--- config.mk ---
export PLATFORM = sky130hd
export DESIGN_NAME = erbc_div
export DESIGN_NICKNAME = d
export VERILOG_FILES = /design/src/rtl/erbc_pkg.sv /design/src/rtl/erbc_div.sv
export VERILOG_INCLUDE_DIRS = /design/src /design/src/rtl
export SDC_FILE = /design/constraint.sdc
export NUM_CORES = 1
export LEC_CHECK = 0
export ABC_CLOCK_PERIOD_IN_PS = 5600
export BUFFER_PORTS_ARGS = -buffer_cell sky130_fd_sc_hd__buf_4
export CAP_MARGIN = 40
export CORE_MARGIN = 2
export CORE_UTILIZATION = 60
export CTS_CLUSTER_SIZE = 20
export DETAILED_ROUTE_END_ITERATION = 16
export PLACE_DENSITY = 0.84
export SLEW_MARGIN = 20
export SYNTH_ARGS = -nofsm -noshare
export SYNTH_HDL_FRONTEND = slang
export SYNTH_SLANG_ARGS = --single-unit
--- constraint.sdc ---
create_clock -name clk -period 5.6 [get_ports clk]
set_input_delay 0.56 -clock clk [delete_from_list [all_inputs] [get_ports clk]]
set_output_delay 0.56 -clock clk [all_outputs]
set_load 0.05 [all_outputs]
--- src/rtl/assert_macros.svh ---
// ----------------------------------------------------------------------------
// assert_macros.svh
// concurrent assertion helpers, empty when SYNTHESIS is defined
// ----------------------------------------------------------------------------
`ifndef ASSERT_MACROS_SVH
`define ASSERT_MACROS_SVH
`ifndef SYNTHESIS
// property must hold at every clock edge outside reset
`define ASSERT_PROP(lbl, clk, rst_n, prop, msg) \
  lbl: assert property (@(posedge clk) disable iff (!rst_n) prop) else $error(msg);
// condition must never be true at a clock edge outside reset
`define ASSERT_NEVER(lbl, clk, rst_n, cond, msg) \
  lbl: assert property (@(posedge clk) disable iff (!rst_n) !(cond)) else $error(msg);
`else
`define ASSERT_PROP(lbl, clk, rst_n, prop, msg)
`define ASSERT_NEVER(lbl, clk, rst_n, cond, msg)
`endif
`endif

--- src/rtl/erbc_pkg.sv ---
`timescale 1ns / 1ps
// ----------------------------------------------------------------------------
// erbc_pkg
// shared types, constants and the batch clamp for the refill batch controller
// ----------------------------------------------------------------------------
package erbc_pkg;

  localparam int NUM_CLASSES_DEF = 64;

  localparam int HOLD_W     = 20;
  localparam int TICK_W     = 16;
  localparam int BATCH_W    = 16;
  localparam int AVG_W      = 32;
  localparam int DEMAND_W   = 32;
  localparam int STAMP_W    = 64;
  localparam int CLASS_W    = 8;
  localparam int CFG_IDX_W  = 4;
  localparam int CFG_DATA_W = 20;
  localparam int TARGET_W   = HOLD_W + TICK_W;
  localparam int EMA_SHIFT  = 2;

  localparam logic [HOLD_W-1:0]  HOLD_RST      = 20'd100;
  localparam logic [TICK_W-1:0]  TICKS_RST     = 16'd1000;
  localparam logic [TICK_W-1:0]  DEFAULT_TICKS = 16'd1000;
  localparam logic [BATCH_W-1:0] FLOOR_RST     = 16'd1;
  localparam logic [BATCH_W-1:0] CEIL_RST      = 16'd256;

  typedef enum logic [CFG_IDX_W-1:0] {
    REG_HOLD  = 4'd0,
    REG_TICKS = 4'd1,
    REG_FLOOR = 4'd2,
    REG_CEIL  = 4'd3
  } cfg_reg_t;

  typedef struct packed {
    logic [AVG_W-1:0]   avg;
    logic [STAMP_W-1:0] stamp;
    logic [BATCH_W-1:0] batch;
  } entry_t;

  localparam entry_t ENTRY_RST = '{avg: '0, stamp: '0, batch: FLOOR_RST};

  // ceiling is applied again last so it wins when floor is above it
  function automatic logic [BATCH_W-1:0] clamp_batch(
    input logic [STAMP_W-1:0] b,
    input logic [BATCH_W-1:0] floor_v,
    input logic [BATCH_W-1:0] ceil_v
  );
    logic [STAMP_W-1:0] v;
    v = b;
    if (v > STAMP_W'(ceil_v)) v = STAMP_W'(ceil_v);
    if (v < STAMP_W'(floor_v)) v = STAMP_W'(floor_v);
    if (v > STAMP_W'(ceil_v)) v = STAMP_W'(ceil_v);
    return v[BATCH_W-1:0];
  endfunction

endpackage

--- src/rtl/erbc_div.sv ---
`timescale 1ns / 1ps
`include "assert_macros.svh"
// ----------------------------------------------------------------------------
// erbc_div
// 64-bit unsigned restoring divider, one quotient bit per cycle
// ----------------------------------------------------------------------------
module erbc_div (
  input  logic                          clk,
  input  logic                          rst_n,
  input  logic                          start,
  input  logic [erbc_pkg::STAMP_W-1:0]  dividend,
  input  logic [erbc_pkg::STAMP_W-1:0]  divisor,
  output logic                          busy,
  output logic                          done,
  output logic [erbc_pkg::STAMP_W-1:0]  quotient
);
  import erbc_pkg::*;

  localparam int CNT_W = $clog2(STAMP_W);

  logic [STAMP_W-1:0] rem_r, rem_nxt;
  logic [STAMP_W-1:0] quo_r, quo_nxt;
  logic [STAMP_W-1:0] dsr_r;
  logic [CNT_W-1:0]   cnt_r;
  logic               busy_r;
  logic               done_r;
  logic [STAMP_W:0]   shifted;
  logic [STAMP_W:0]   diff;

  always_comb begin
    shifted = {rem_r, quo_r[STAMP_W-1]};
    diff    = shifted - {1'b0, dsr_r};
    if (!diff[STAMP_W]) begin
      rem_nxt = diff[STAMP_W-1:0];
      quo_nxt = {quo_r[STAMP_W-2:0], 1'b1};
    end else begin
      rem_nxt = shifted[STAMP_W-1:0];
      quo_nxt = {quo_r[STAMP_W-2:0], 1'b0};
    end
  end

  always_ff @(posedge clk) begin
    if (!rst_n) begin
      busy_r <= 1'b0;
      done_r <= 1'b0;
      cnt_r  <= '0;
    end else begin
      done_r <= 1'b0;
      if (start) begin
        busy_r <= 1'b1;
        cnt_r  <= CNT_W'(STAMP_W - 1);
      end else if (busy_r) begin
        cnt_r <= cnt_r - 1'b1;
        if (cnt_r == '0) begin
          busy_r <= 1'b0;
          done_r <= 1'b1;
        end
      end
    end
  end

  always_ff @(posedge clk) begin
    if (start) begin
      rem_r <= '0;
      quo_r <= dividend;
      dsr_r <= divisor;
    end else if (busy_r) begin
      rem_r <= rem_nxt;
      quo_r <= quo_nxt;
    end
  end

  assign busy     = busy_r;
  assign done     = done_r;
  assign quotient = quo_r;

  `ASSERT_NEVER(a_start_while_busy, clk, rst_n, start && busy_r, "divider restarted while busy")

endmodule

After elaboration in Yosys (flattened, before gate mapping)
Index checks and enable logic that the tools add are counted.

Input bits: 131. Output and inout port bits: 66. Bits in registers: 200. Word-level logic and storage cells: 23.

Bitwise logic cells: 2. Reduce and logical (&&, ||, !) cells: 3. $add $sub $neg: 2. Mux-type cells: 10.

Operator list (count): 2-to-1 mux 64 bit (3); subtractor 65 x 64 -> 65 bit (1); 2-to-1 mux 6 bit (2); zero test 6 bit (1); subtractor 6 x 1 -> 6 bit (second input constant) (1); 2-to-1 mux 1 bit (5); OR reduction 3 bit (1); inverter 1 bit (2); nonzero test 2 bit (1).

Depth between registers and ports, before layout
Gate-level depths: netlist of the first run.

Depth in word-level cells: 4. Gate-level depth with buffers: 15.

Least setup slack after synthesis of the first run
No wires, ideal clock.

Kind: flip-flop to flip-flop. From: register quo_r[63] (netlist: quotient[63]). To: register rem_r[38]. Setup slack: 2.211 ns. Cell stages (with the launch flop): 14. Path buffers: 0. Arrival time: 3.298 ns. Setup time: 0.091 ns. Required time: 5.509 ns. Cell sequence: edfxtp_1 inv_1 ha_1 fa_1 nand2b_1 a21o_1 a211o_1 a311oi_1 o31a_1 o21ai_1 a21oi_1 nor3_1 or3b_1 a311oi_1.

Word-level cells in the longest chain between the ends: 2.

RTL lines: start: declaration (line erbc_div.sv:22) `logic [STAMP_W-1:0] quo_r, quo_nxt;`; start signal: assignment (line erbc_div.sv:65) `quo_r <= dividend;`; start signal: assignment (line erbc_div.sv:69) `quo_r <= quo_nxt;`; subtractor 65 x 64 -> 65 bit (line erbc_div.sv:32) `diff = shifted - {1'b0, dsr_r};`; 2-to-1 mux 64 bit (line erbc_div.sv:33) `if (!diff[STAMP_W]) begin`; end signal: assignment (line erbc_div.sv:68) `rem_r <= rem_nxt;`; end: declaration (line erbc_div.sv:21) `logic [STAMP_W-1:0] rem_r, rem_nxt;`.

No other way between the ends. A chain may end at the register's enable or synchronous reset.

Worst setup path in the final report of the first run
From: register dsr_r[15]. To: register rem_r[39].

Word-level cells in the longest chain between the ends: 2.

RTL lines: start: declaration (line erbc_div.sv:23) `logic [STAMP_W-1:0] dsr_r;`; start signal: assignment (line erbc_div.sv:66) `dsr_r <= divisor;`; subtractor 65 x 64 -> 65 bit (line erbc_div.sv:32); 2-to-1 mux 64 bit (line erbc_div.sv:33).

No other way between the ends.

==> impl_metrics.toml, run 1 <==
[status]
outcome = "finished, final reports clean"

[layout]
nets = 1599
final_common_cell = "buf_4"
area_growth_pct = 18.6
drive_above_1_share = 0.225
layout_common_cells = "buf_4, nand2_1, edfxtp_1"
antenna-diode-count = 0

[sta]
post-route-period-util = 0.768
relSlewSlack = 0.388
finalMaxSlewViolations = 0
rsz0062_at_grt = "no"
fmax_ghz = 0.232
hold_ws_ps = 280
setup_tns_ps = 0
setup-violations-final = 0
worstMarginPinSlew_ps = 918
finalCriticalPeriod_ps = 4300
timing_hold_violations_final = 0
finClkSkew_ps = 18.0

[yosys]
syn_area_mm2 = 0.0119
yosys_register_bits = 200
ys_seq_area_frac = 0.445
yosys_warnings = 0
synth_edf_count = 128
syn_nets = 1446
synth_cell_types = 70
avgSynthCellArea_um2 = 9.51
synthArstFlopShare = 0
synth_ff_type = "edfxtp_1"
synth_cells = 1248

[placement]
routabilityCongestion = 0.927
port_buffers = 196
place.detailed.hpwl_um = 21300

[power]
power_frac_seq = 0.413
leakage_nw = 5.85
clkPwrFrac = 0.293
p_int_mw = 2.86
p_sw_frac = 0.350
powerDensity_mw_per_mm2 = 313
irDropWorstVdd_mv = 0.200
power_mw = 4.40
p_sw_mw = 1.54
combPwrFrac = 0.294

[critical_path]
r2r_cells = 13
reg2reg_slack_ps = 1300
critical_path_peak_fanout = 41
crit-reg2reg-capture = "rem_r[39]"
crit_type = "reg -> reg"
required_ps = 5910
worst_ep_arrival_time_ps = 4610
start_kind = "register"
r2r_start = "dsr_r[15]"
critPathCaptureType = "register"

[floorplan]
core-area_mm2 = 0.0195
fp.dieW_um = 145
rows = 51
dieArea_mm2 = 0.0209
ios = 197
start_util = 0.610
die_y_um = 145

[global_routing]
track_usage = 0.288
antenna_found_initial = 0
overflow = 0
grt_max_degree = 150
use_met2 = 0.502
grt_first_pass_wirelength_um = 47400
met1_usage = 0.350
grt_pass1_vias = 9704
grt-busiest-layer = "met2"
met3_usage = 0.0669

[clock_tree]
cts_resized = 0
clk_pin_slew_ps = 90
clock-root-buffer = "clkbuf_16"
cts_made_buffers = 17
postCtsHoldBufs = 0
cts_tree = "built"
postCtsSetupRepairBufs = 0
cts.sinks = 200
clk_path_buf_depth = 2
htreeDepth = 4
clk_latency_ps = 450

[detailed_routing]
vias_per_cell = 5.93
routed_wl_um = 29600
final_antenna_net_count = 0
drt_iter0_markers = 978
route.vias.total = 9961
dr.pass1.iters = 6
drc = 0
post_drt_wl_per_cell_um = 17.6

[worst_hold_path]
hold_path_depth = 1
hp-class = "in -> reg"
hold_start = "divisor[62]"
min_to = "dsr_r[62]"

[job]
cap_violations = 0
-- per-stage QoR --
| step | worst slack (ps) | std cells | area, µm² | util |
|---|---|---|---|---|
| final | 1300 | 1679 | 14100 | 0.723 |
| after global routing | 1050 | 1679 | 14100 | 0.723 |
| after CTS | 1380 | 1679 | 14100 | 0.723 |
| after detailed placement | 1500 | 1647 | 13400 | 0.690 |
| after global placement | 1720 | 1646 | 13400 | 0.689 |
| after floorplan | 2210 | 1248 | 11900 | - |
-- worst max-delay path by stage --
stage                       from   endpoint  slack [ps]  depth (start not counted)
floorplan           quotient[63]  rem_r[38]        2210                         13
global placement    quotient[63]  rem_r[54]        1720                         14
finish                 dsr_r[15]  rem_r[39]        1300                         13
detailed placement  quotient[63]  rem_r[47]        1500                         14
global route           dsr_r[15]  rem_r[39]        1050                         13
CTS                 quotient[63]  rem_r[39]        1380                         14
-- per-layer routing --
| layer | share of wire | vias to the layer above | wire (µm) |
|---|---|---|---|
| met5 | 0 | - | 0 |
| met4 | 0.028 | 0 | 814 |
| met3 | 0.068 | 65 | 2010 |
| met2 | 0.50 | 403 | 14700 |
| met1 | 0.41 | 4654 | 12100 |
| li1 | - | 4839 | - |
-- kinds of logic after synthesis --
| group | synth area share |
|---|---|
| AND/OR/NAND/NOR | 0.152 |
| adder cells (fa/ha/maj) | 0.0713 |
| buffers and inverters | 0.0525 |
| AO/OA/AOI/OAI | 0.174 |
| XOR/XNOR | 0.0421 |
| flip-flops | 0.445 |
| multiplexers | 0.0623 |
-- power groups by stage --
stage / Sequential (mW) / Combinational [mW] / Clock [mW]
floorplan: 1.99 / 0.773 / 0
global placement: 1.84 / 1.24 / 0
detailed placement: 1.85 / 1.27 / 0
CTS: 1.82 / 1.28 / 1.30
global route: 1.84 / 1.41 / 1.36
finish: 1.82 / 1.30 / 1.29
-- Yosys cell counts (all sizes together) (4+ instances only) --
cell type  count  area, µm²
and2           8       52.6
a31oi         12       75.1
xor2          24        210
nor2b         10       62.6
a311oi        54        473
and3           7       45.1
mux2          63        709
dfxtp         72       1440
or3            4       25.0
a211oi         6       50.1
nand3         19        105
nor2         104        390
inv           84        315
o211ai        10       80.1
nand2b        12       75.1
a21oi         84        420
o21ai         55        275
nand2        176        666
clkbuf        43        161
ha            66        826
or2            5       31.3
edfxtp       128       3840
buf           25        146
a21o          18        135
a21boi         9       67.6
xnor2         33        289
nor3          15       75.1
nor4           8       50.1
nand4         28        175
o21a          10       75.1
o21bai        12       90.1
-- worst max-delay path, cell delays in order (launching register included) --
cell and delay (ps):
edfxtp_1 390, inv_1 80, ha_1 300, a21oi_1 250, a21boi_0 340, nand2_1 80
o21ai_0 400, o22a_2 260, nand2_2 110, o211ai_2 330, and2_2 740, buf_4 380
nand2_1 110, a311oi_1 370
-- area by class of cell --
| type | instances | area [µm²] |
|---|---|---|
| repair buffers | 202 | 1550 |
| inverters | 84 | 315 |
| clock inverters | 15 | 204 |
| multi-input cells | 896 | 5960 |
| flip-flops and latches | 200 | 5290 |
| clock buffers | 17 | 425 |
| well taps | 265 | 332 |
| fillers | 1432 | 5400 |
-- sequential cells by signal (all words and copies together), names as in the netlist --
register / count
rem_r: 64
done: 1
dsr_r: 64
quotient: 64
cnt_r: 6
busy: 1
No activity file was read; power rests on OpenSTA's default activity.
==> run 2, diff against run 1 <==
--- a/config.mk
+++ b/config.mk
@@ -6,14 +6,14 @@
 export SDC_FILE = /design/constraint.sdc
 export NUM_CORES = 1
 export LEC_CHECK = 0
-export ABC_CLOCK_PERIOD_IN_PS = 5600
+export ABC_CLOCK_PERIOD_IN_PS = 4100
 export BUFFER_PORTS_ARGS = -buffer_cell sky130_fd_sc_hd__buf_4
 export CAP_MARGIN = 40
 export CORE_MARGIN = 2
-export CORE_UTILIZATION = 60
+export CORE_UTILIZATION = 57
 export CTS_CLUSTER_SIZE = 20
 export DETAILED_ROUTE_END_ITERATION = 16
-export PLACE_DENSITY = 0.84
+export PLACE_DENSITY = 0.81
 export SLEW_MARGIN = 20
 export SYNTH_ARGS = -nofsm -noshare
 export SYNTH_HDL_FRONTEND = slang
==> constraint.sdc (replaced) <==
create_clock -name clk -period 4.1 [get_ports clk]
set_input_delay 0.41 -clock clk [delete_from_list [all_inputs] [get_ports clk]]
set_output_delay 0.41 -clock clk [all_outputs]
set_load 0.05 [all_outputs]
==> impl_metrics.toml, run 2 (synthesis gave the netlist of run 1 again) <==
[critical_path]
start_kind = "register"
critical_path_peak_fanout = 22
r2r_start = "dsr_r[15]"
critPathCaptureType = "register"
crit-reg2reg-capture = "rem_r[25]"
crit_type = "reg -> reg"
worst_ep_arrival_time_ps = 4080
worstPathCellList = "inv_1, ha_1, a21oi_1, a21boi_0, nand2_1, o21ai_0, o22a_2, nand2_2, a311o_2, nand2_2, buf_4, nand2_1, a311oi_1"
cpPeakStageDelay_ps = 440
reg2reg_slack_ps = 360
required_ps = 4440
r2r_cells = 13
slowest_stage = "a311o_2"

[floorplan]
start_util = 0.584
ios = 197
die_y_um = 148
fp.dieW_um = 148
rows = 52
core-area_mm2 = 0.0203
dieArea_mm2 = 0.0220

[worst_hold_path]
hold_start = "divisor[61]"
min_to = "dsr_r[61]"
hold_path_depth = 1
hp-class = "in -> reg"

[global_routing]
track_usage = 0.271
grt_first_pass_wirelength_um = 48100
overflow = 0
antenna_found_initial = 1
grt_max_degree = 93
grt_pass1_vias = 9856

[power]
power_mw = 6.02
leakage_nw = 5.89
powerDensity_mw_per_mm2 = 425
irDropWorstVdd_mv = 0.303

[clock_tree]
htreeDepth = 4
cts_resized = 0
postCtsHoldBufs = 0
cts_made_buffers = 17
clock-root-buffer = "clkbuf_16"
clk_pin_slew_ps = 90
clk_path_buf_depth = 2
cts.sinks = 200
postCtsSetupRepairBufs = 0
clk_latency_ps = 450
cts_tree = "built"

[sta]
setup_tns_ps = 0
finalCriticalPeriod_ps = 3740
rsz0062_at_grt = "no"
worstMarginPinSlew_ps = 611
fmax_ghz = 0.267
setup-violations-final = 0
finClkSkew_ps = 22.1
finalMaxSlewViolations = 0
post-route-period-util = 0.912
timing_hold_violations_final = 0
relSlewSlack = 0.593

[placement]
placed_cells = 1659
routabilityCongestion = 0.927
place.detailed.hpwl_um = 21700
port_buffers = 196
dpl_cell_area_mm2 = 0.0135

[layout]
area_growth_pct = 19.2
design_area_mm2 = 0.0141
final_util = 0.697
final_cells = 1693
nets = 1607
drive_above_1_share = 0.230
final_common_cell = "buf_4"
layout_common_cells = "buf_4, nand2_1, edfxtp_1"

[status]
outcome = "finished, final reports clean"

[detailed_routing]
routed_wl_um = 29700
drc = 0
vias_per_cell = 5.91
route.vias.total = 10008
final_antenna_net_count = 0
dr.pass1.iters = 6
post_drt_wl_per_cell_um = 17.5
drt_iter0_markers = 818

[job]
cap_violations = 0
-- run 2: layer usage --
layer | track usage | part of all wire | vias up
met5 | 0 | 0 | -
met4 | 0.0757 | 0.022 | 0
met3 | 0.0693 | 0.071 | 59
met2 | 0.468 | 0.49 | 370
met1 | 0.339 | 0.42 | 4732
li1 | - | - | 4847
-- run 2: layout make-up --
cell class                      instances  area, µm²
Multi-Input combinational cell        896       5960
Sequential cell                       200       5290
Inverter                               84        315
Clock inverter                         15        194
Tap cell                              270        338
Timing Repair Buffer                  210       1630
Clock buffer                           17        425
Antenna cell                            1       2.50
Fill cell                            1605       6150
-- run 2: stage by stage --
step | hold slack (ps) | setup WS (ps)
finish | 126 | 361
global route | 117 | 66.7
CTS | 117 | 413
detailed placement | 488 | 450
global placement | 479 | 645
floorplan | 464 | 711
-- run 2: worst max-delay path by stage --
stage | start | to | slack (ps) | depth (start not counted)
global route | dsr_r[21] | rem_r[25] | 70 | 13
detailed placement | dsr_r[15] | rem_r[25] | 450 | 13
CTS | dsr_r[15] | rem_r[25] | 410 | 13
global placement | dsr_r[21] | rem_r[18] | 650 | 13
floorplan | quotient[63] | rem_r[38] | 710 | 13
finish | dsr_r[15] | rem_r[25] | 360 | 13
-- run 2: critical path, delay by kind of cell, from the launching register on --
kind / cells / cell delay, ps
AND/OR/NAND/NOR: 4 / 580
adder cells (fa/ha/maj): 1 / 340
buffers and inverters: 2 / 390
flip-flops: 1 / 330
AO/OA/AOI/OAI: 6 / 1960
-- run 2: where the power goes --
part | internal (mW) | switching [mW]
Combinational | 0.683 | 1.11
Clock | 0.838 | 0.911
Sequential | 2.35 | 0.120
Total | 3.87 | 2.14
==> run 3, diff against run 2 <==
--- a/config.mk
+++ b/config.mk
@@ -9,7 +9,6 @@
 export ABC_CLOCK_PERIOD_IN_PS = 4100
 export BUFFER_PORTS_ARGS = -buffer_cell sky130_fd_sc_hd__buf_4
 export CAP_MARGIN = 40
-export CORE_MARGIN = 2
 export CORE_UTILIZATION = 57
 export CTS_CLUSTER_SIZE = 20
 export DETAILED_ROUTE_END_ITERATION = 16
==> impl_metrics.toml, run 3 (synthesis gave the netlist of run 1 again) <==
[global_routing]
grt_first_pass_wirelength_um = 47000
grt_max_degree = 145
antenna_found_initial = 0
track_usage = 0.272
grt_pass1_vias = 9662
overflow = 0

[status]
outcome = "finished, final reports clean"

[critical_path]
start_kind = "register"
critPathCaptureType = "register"
critical_path_peak_fanout = 35
crit_type = "reg -> reg"
worst_ep_arrival_time_ps = 4080
required_ps = 4430

[layout]
layout_common_cells = "buf_4, nand2_1, edfxtp_1"
regArea_mm2 = 0.00529
final_cells = 1688
multi_input_comb_area_mm2 = 0.00596
drive_above_1_share = 0.228
fillCellCount = 1583
area_growth_pct = 19.0
nets = 1603
antenna-diode-count = 0
final_common_cell = "buf_4"

[floorplan]
start_util = 0.584
core-area_mm2 = 0.0203
fp.dieW_um = 146
dieArea_mm2 = 0.0214
die_y_um = 146
rows = 52
ios = 197

[clock_tree]
cts_made_buffers = 17
cts.sinks = 200
clock-root-buffer = "clkbuf_16"
clk_path_buf_depth = 2
clk_latency_ps = 450
postCtsSetupRepairBufs = 0
postCtsHoldBufs = 0
htreeDepth = 4
cts_tree = "built"
clk_pin_slew_ps = 90
cts_resized = 0

[sta]
finalMaxSlewViolations = 0
fmax_ghz = 0.267
relSlewSlack = 0.486
setup_tns_ps = 0
worstMarginPinSlew_ps = 770
setup-violations-final = 0
rsz0062_at_grt = "no"
timing_hold_violations_final = 0
finalCriticalPeriod_ps = 3740
post-route-period-util = 0.913
finClkSkew_ps = 15.0

[detailed_routing]
post_drt_wl_per_cell_um = 17.2
drt_iter0_markers = 765
routed_wl_um = 29000
drc = 0
route.vias.total = 10007
final_antenna_net_count = 0
vias_per_cell = 5.93
dr.pass1.iters = 5

[power]
p_int_mw = 3.88
p_sw_mw = 2.13
powerDensity_mw_per_mm2 = 425
power_frac_seq = 0.413
leakage_nw = 5.88
combPwrFrac = 0.297
irDropWorstVdd_mv = 0.393
power_mw = 6.00
clkPwrFrac = 0.290
p_sw_frac = 0.354

[worst_hold_path]
hp-class = "in -> reg"

[job]
cap_violations = 0

[placement]
routabilityCongestion = 0.951
place.detailed.hpwl_um = 20900
placed_cells = 1655
port_buffers = 196
==> run 3: cell types whose count changed in the layout (fill, tap and decap cells not counted), sizes merged <==
cell	change
clkinvlp	-1
inv	+2
buf	-4
diode	-1
clkinv	-1
==> run 3: final timing paths <==
kind / startpoint / to / slack (ps) / cells after the start
max: dsr_r[19] / rem_r[21] / 360 / 13
min: divisor[60] / dsr_r[60] / 130 / 1
max reg2reg: dsr_r[19] / rem_r[21] / 360 / 13
min reg2reg: rem_r[29] / rem_r[30] / 500 / 2
==> run 3: stage by stage <==
stage                util  hold slack, ps  worst slack (ps)  instance area [µm²]
global route        0.695             117               108                14100
detailed placement  0.664             488               397                13500
finish              0.695             134               357                14100
floorplan               -             464               711                11900
CTS                 0.694             120               360                14100
global placement    0.664             483               502                13500
==> run 3: area by class of cell <==
| type | instances | area share |
|---|---|---|
| tap | 270 | 0.0239 |
| clock buffer | 17 | 0.0301 |
| multi-input combinational | 896 | 0.422 |
| sequential | 200 | 0.375 |
| clock inverter | 15 | 0.0135 |
| inverter | 84 | 0.0223 |
| timing repair buffer | 206 | 0.113 |
==> run 3: power by group through the flow <==
stage / combinational (mW) / clock, mW / sequential, mW
6_report: 1.78 / 1.74 / 2.48
5_1_grt: 1.94 / 1.84 / 2.50
4_1_cts: 1.77 / 1.76 / 2.48
3_5_place_dp: 1.75 / 0 / 2.52
3_3_place_gp: 1.72 / 0 / 2.52
2_1_floorplan: 1.06 / 0 / 2.72
==> run 3: critical path, cell delays in order (launching register included) <==
cell,delay (ps)
edfxtp_1,320
inv_1,40
ha_1,350
a21oi_1,260
o21ai_0,200
a22o_1,230
a2111oi_2,340
o22a_2,260
nand2_2,100
a311o_2,450
nand2_2,390
buf_12,250
nand2_1,70
a311oi_1,300
==> run 3: routing by layer <==
layer  vias to the layer above  track usage  part of all wire  wire length [µm]
met5                         -            0                 0                 0
met4                         0       0.0802             0.023               658
met3                        63       0.0647             0.069              2010
met2                       356        0.471              0.49             14300
met1                      4748        0.338              0.41             12000
li1                       4840            -                 -                 -
